### src/rtl/ila_pkg.sv
// package for the implicit list heap allocator: widths, codes, states and handshake structs
package ila_pkg;

    localparam int REQ_W          = 16;
    localparam int OFF_W          = 15;
    localparam int DIV_W          = REQ_W + 1;
    localparam int HEAP_BYTES_DEF = 32768;
    localparam int TAG_BYTES_DEF  = 8;

    localparam logic OP_ALLOC  = 1'b0;
    localparam logic OP_FREE   = 1'b1;
    localparam logic TAG_FREE  = 1'b0;
    localparam logic TAG_USED  = 1'b1;

    typedef enum logic [3:0] {
        S_INIT_H,
        S_INIT_T,
        S_IDLE,
        S_DIV,
        S_RD,
        S_CHK,
        S_RD_N,
        S_CHK_N,
        S_RD_P,
        S_CHK_P,
        S_W0,
        S_W1,
        S_W2,
        S_W3,
        S_RESP
    } t_state;

    typedef struct packed {
        logic             start;
        logic [DIV_W-1:0] dividend;
    } t_div_req;

    typedef struct packed {
        logic             done;
        logic [DIV_W-1:0] quot;
        logic             rem_zero;
    } t_div_rsp;

endpackage

### src/rtl/ila_div.sv
// divide by the tag size through a reciprocal multiply, result registered in the cycle after start
module ila_div #(
    parameter int TAG_BYTES = ila_pkg::TAG_BYTES_DEF
) (
    input  logic              i_clk,
    input  logic              i_rst_n,
    input  ila_pkg::t_div_req i_req,
    output ila_pkg::t_div_rsp o_rsp
);

    localparam int DW = ila_pkg::DIV_W;
    localparam int LW = $clog2(TAG_BYTES);
    localparam int SH = DW + LW;
    localparam int MW = DW + 1;
    localparam int PW = DW + MW;
    // ceil(2^SH / TAG_BYTES): the floor is exact for every dividend below 2^DW
    localparam logic [MW-1:0] RECIP =
        MW'(((64'd1 << SH) + 64'(TAG_BYTES) - 64'd1) / 64'(TAG_BYTES));

    logic          r_done, n_done;
    logic [DW-1:0] r_q, n_q;
    logic [DW-1:0] r_num, n_num;
    logic [PW-1:0] w_prod;
    logic [DW-1:0] w_quot;
    logic [DW-1:0] w_back;

    assign w_prod = PW'(i_req.dividend) * PW'(RECIP);
    assign w_quot = DW'(w_prod >> SH);
    // quotient times tag size equals the dividend only when nothing is left over
    assign w_back = r_q * DW'(TAG_BYTES);

    always_comb begin
        n_done = i_req.start;
        n_q    = r_q;
        n_num  = r_num;
        if (i_req.start) begin
            n_q   = w_quot;
            n_num = i_req.dividend;
        end
    end

    always_ff @(posedge i_clk) begin
        if (!i_rst_n) begin
            r_done <= 1'b0;
        end else begin
            r_done <= n_done;
        end
        r_q   <= n_q;
        r_num <= n_num;
    end

    assign o_rsp.done     = r_done;
    assign o_rsp.quot     = r_q;
    assign o_rsp.rem_zero = (w_back == r_num);

endmodule

### config.mk
export PLATFORM = sky130hd
export DESIGN_NAME = ila_div
export DESIGN_NICKNAME = d
export VERILOG_FILES = /design/src/rtl/ila_pkg.sv /design/src/rtl/ila_div.sv
export SDC_FILE = /design/constraint.sdc
export NUM_CORES = 1
export LEC_CHECK = 0
export BUFFER_PORTS_ARGS = -buffer_cell sky130_fd_sc_hd__buf_2
export CAP_MARGIN = 20
export CORE_MARGIN = 2
export CORE_UTILIZATION = 40
export CTS_BUF_LIST = sky130_fd_sc_hd__clkbuf_8
export CTS_CLUSTER_SIZE = 25
export DETAILED_ROUTE_END_ITERATION = 8
export GPL_TIMING_DRIVEN = 0
export PLACE_DENSITY = 0.75
export SYNTH_ARGS = -nofsm -noshare
export SYNTH_HDL_FRONTEND = slang
export SYNTH_SLANG_ARGS = --single-unit
### constraint.sdc
create_clock -name i_clk -period 0.8 [get_ports i_clk]
set_input_delay 0.12 -clock i_clk [delete_from_list [all_inputs] [get_ports i_clk]]
set_output_delay 0.12 -clock i_clk [all_outputs]
set_load 0.02 [all_outputs]
# ---- After elaboration in Yosys (flattened, before gate mapping)
# Index checks and enable logic that the tools add are counted.
dict set report totals {
  reg_bits 32
  latch_bits 0
  ramBits 0
  mem_bits_ro 0
  inputBits 20
  out_inout_bits 19
  memories 0
}
dict set report classes {
  add_sub_neg 0
  n_mul 0
  div_mod_pow 0
  order_cmp 0
  n_eq_ne 1
  n_shift 0
  mux 0
  bitwise_logic 0
  n_reduce_logical 0
}
# op n
set op_table {}
lappend op_table {{17-bit == test} 1}

# ---- Depth between registers and ports, before layout
dict set report depth {
  ltp_word 1
  ltp_mapped 1
}

# ---- Worst setup path after synthesis
# No wires, ideal clock.
dict set report synth_timing {
  kind {register to output}
  start {register r_num[1]}
  end {output port o_rsp[0] (netlist bit)}
  arrival_time_ps 711
  required_ps 680
  path_slack_ps -31
  stages_incl_launch_ff 2
  path_cell_list {edfxtp_1 > nor3_2}
}
# element line
set synth_lines {}
lappend synth_lines {{from (decl)} ila_div.sv:22} ;# logic [DW-1:0] r_num, n_num;
lappend synth_lines {{from (signal assigned)} ila_div.sv:49} ;# r_num <= n_num;
lappend synth_lines {{to (decl)} ila_div.sv:8} ;# output ila_pkg::t_div_rsp o_rsp

==> key figures <==
Status
  • Status: finished, violations left
  • Failing checks: setup timing

Layout
  • Final core occ: between 50% and 60%
  • Post-Layout Cell Count: roughly 80
  • Most frequent cells in the layout: buf_2 (19), edfxtp_1 (17), buf_6 (16)
  • Layout cells sized above 1: 66.15%
  • Post-route cell area: around 930 um2
  • Final net count: between 80 and 90
  • Synth-to-Final Area Change: 35.40%
  • Number of antenna diodes: 0
  • Most common cell after layout, fill and taps aside: buf_2

Timing
  • Hold_ws: between 40 and 50 ps
  • Unrepaired setup endpoints after global routing: yes
  • PnR worst setup slack: -314.8 ps
  • Min Tclk post-route: ~1100 ps
  • Setup violators final: 16
  • Final slew viol count: 0
  • Max Freq: approximately 900 MHz
  • Final Cycle Share: 139.4%
  • Setup TNS: -1508 ps
  • Hold Vio Cnt, Final: 0

Floorplanning
  • Initial core utilization: 43.98%
  • Row cnt: 14
  • Die X-Extent: about 45 um
  • Ports: 39
  • Chip height: around 45 um
  • Core Region: approximately 0.0016 mm2
  • Die ar.: a little over 0.002 mm2

Critical path
  • Peak fanout along the critical path: 1
  • Buf/Inv on CP: 1
  • Critical Path RT: 680 ps
  • Worst setup EP type: primary output
  • Crit path max-delay family: flip-flops
  • Critical Path Slowest Stage Cell: edfxtp_1
  • Critical path's largest stage delay: a little over 400 ps
  • WS Path Type: reg2out
  • WP data arrival: 990 ps
  • Crit path cell chain: nor3_4 -> buf_6
  • Startpoint Class: flop

Min path
  • Hold Path Class: in2reg
  • WHS Path Cells: 1
  • Hold_sp: i_req[16]
  • Hold EP: r_num[16]

Synth
  • Mapped Avg Cell Area: approximately 18 um2
  • Cells after synthesis: 39
  • Area leader, netlist: edfxtp_1
  • Sequential-to-total area share from yosys stat: between 70 and 80%
  • Area contributors post-synth: edfxtp_1 (74%), buf_4 (20%), dfxtp_1 (2.9%)
  • Synth unique cells: 6
  • Area share of the largest cell type after synthesis: about three quarters
  • Yosys warns: 0
  • Post-Syn Area: approximately 700 um2
  • Yosys reg bits: 18

Global routing
  • Total gr overflow: 0
  • All-Layer GR Usage: 8.747%
  • Largest net degree at the start of global routing: 19
  • First-pass GRT wire length: roughly 1300 um
  • Number of global-route vias before repair: 330
  • Initial antenna violation count: 0

Placed design
  • IO Port Bufs: 35
  • Post-DP Area: around 890 um2
  • Routability Congestion: slightly above 0.6
  • Pre-CTS setup slack: -75.87 ps
  • Placed cell count: between 90 and 100

Drt
  • DR pass1 iterations: 1
  • Detailed Route WL: about 860 um
  • Residual DRC: 0
  • Starting DRT DRC Count: 0
  • Highest Signal Layer: met4
  • Post-DR wirelength/cell: 10.65 um
  • Vias: 343
  • Met1 wire length: 342 um
  • Vias/cell: ~4.2
  • Post-DRT Antenna Nets: 0
  • Routed met2 length: around 450 um
  • Met3 Wirelength: around 64 um

Clocking
  • CTS Buf Count: 3
  • CTS tree: built
  • Clk sinks: 18
  • Cts hold-fix bufs: 0
  • CTS root buf: clkbuf_8
  • Deepest clock path buffer count: 2
  • CTS H-Tree Depth: 1
  • CTS clock-pin slew for the worst setup and hold paths: 60 ps
  • Postcts setup bufs: 0

Power and ir drop
  • Pwr Total: 2.045 mW
  • Leakage: 0.4066 nW
  • VDD IR-drop max: roughly 1.5 mV
  • PD cells: ~2200 mW/mm2

Run
  • Max Cap Viol: 0
==> layout make-up <==
| cell class | instances | area [um2] |
|---|---|---|
| Timing Repair Buffer | 35 | 275.3 |
| Multi-Input combinational cell | 5 | 33.78 |
| Fill cell | 126 | 630.6 |
| Buffer | 3 | 22.52 |
| Clock inverter | 1 | 3.754 |
| Clock buffer | 3 | 41.29 |
| Tap cell | 16 | 20.02 |
| Sequential cell | 18 | 531.8 |
==> layer usage <==
metal | up-vias | GRT usage, %
met3 | 2 | 3.571
met2 | 24 | 14.93
met5 | - | 0
met4 | 0 | 3.529
met1 | 153 | 9.549
li1 | 164 | -
==> registers in the layout, indices dropped and copies added (netlist names) <==
name / flops
r_done: 1
r_num: 17
==> cell families after synthesis <==
group	Yosys count	share of synthesized area, %
other	1	0.5469
AND/OR/NAND/NOR	2	2.373
flip-flops	18	77.37
buffers and inverters	18	19.71
==> what timing repair did <==
action	in CTS	in global routing
pin swaps	0	1
resized for setup	33	0
setup endpoints to repair	16	16
==> power breakdown <==
part | switching [mW] | total [mW] | internal (mW)
combinational | 0.140 | 0.296 | 0.156
sequential | 0.0365 | 1.15 | 1.11
clock | 0.260 | 0.599 | 0.339
==> synth_stat cells (all sizes together) <==
cell    number
buf         18
and2         1
nor3         1
dfxtp        1
edfxtp      17
conb         1
==> how the worst max path moves through the flow <==
stage               startpoint       end  depth (start not counted)
floorplan             r_num[1]  o_rsp[0]                          1
global placement      r_num[1]  o_rsp[0]                          2
detailed placement    r_num[1]  o_rsp[0]                          2
CTS                   r_num[1]  o_rsp[0]                          2
global route          r_num[2]  o_rsp[0]                          2
finish                r_num[2]  o_rsp[0]                          2
Power figures use the tool's default switching activity.
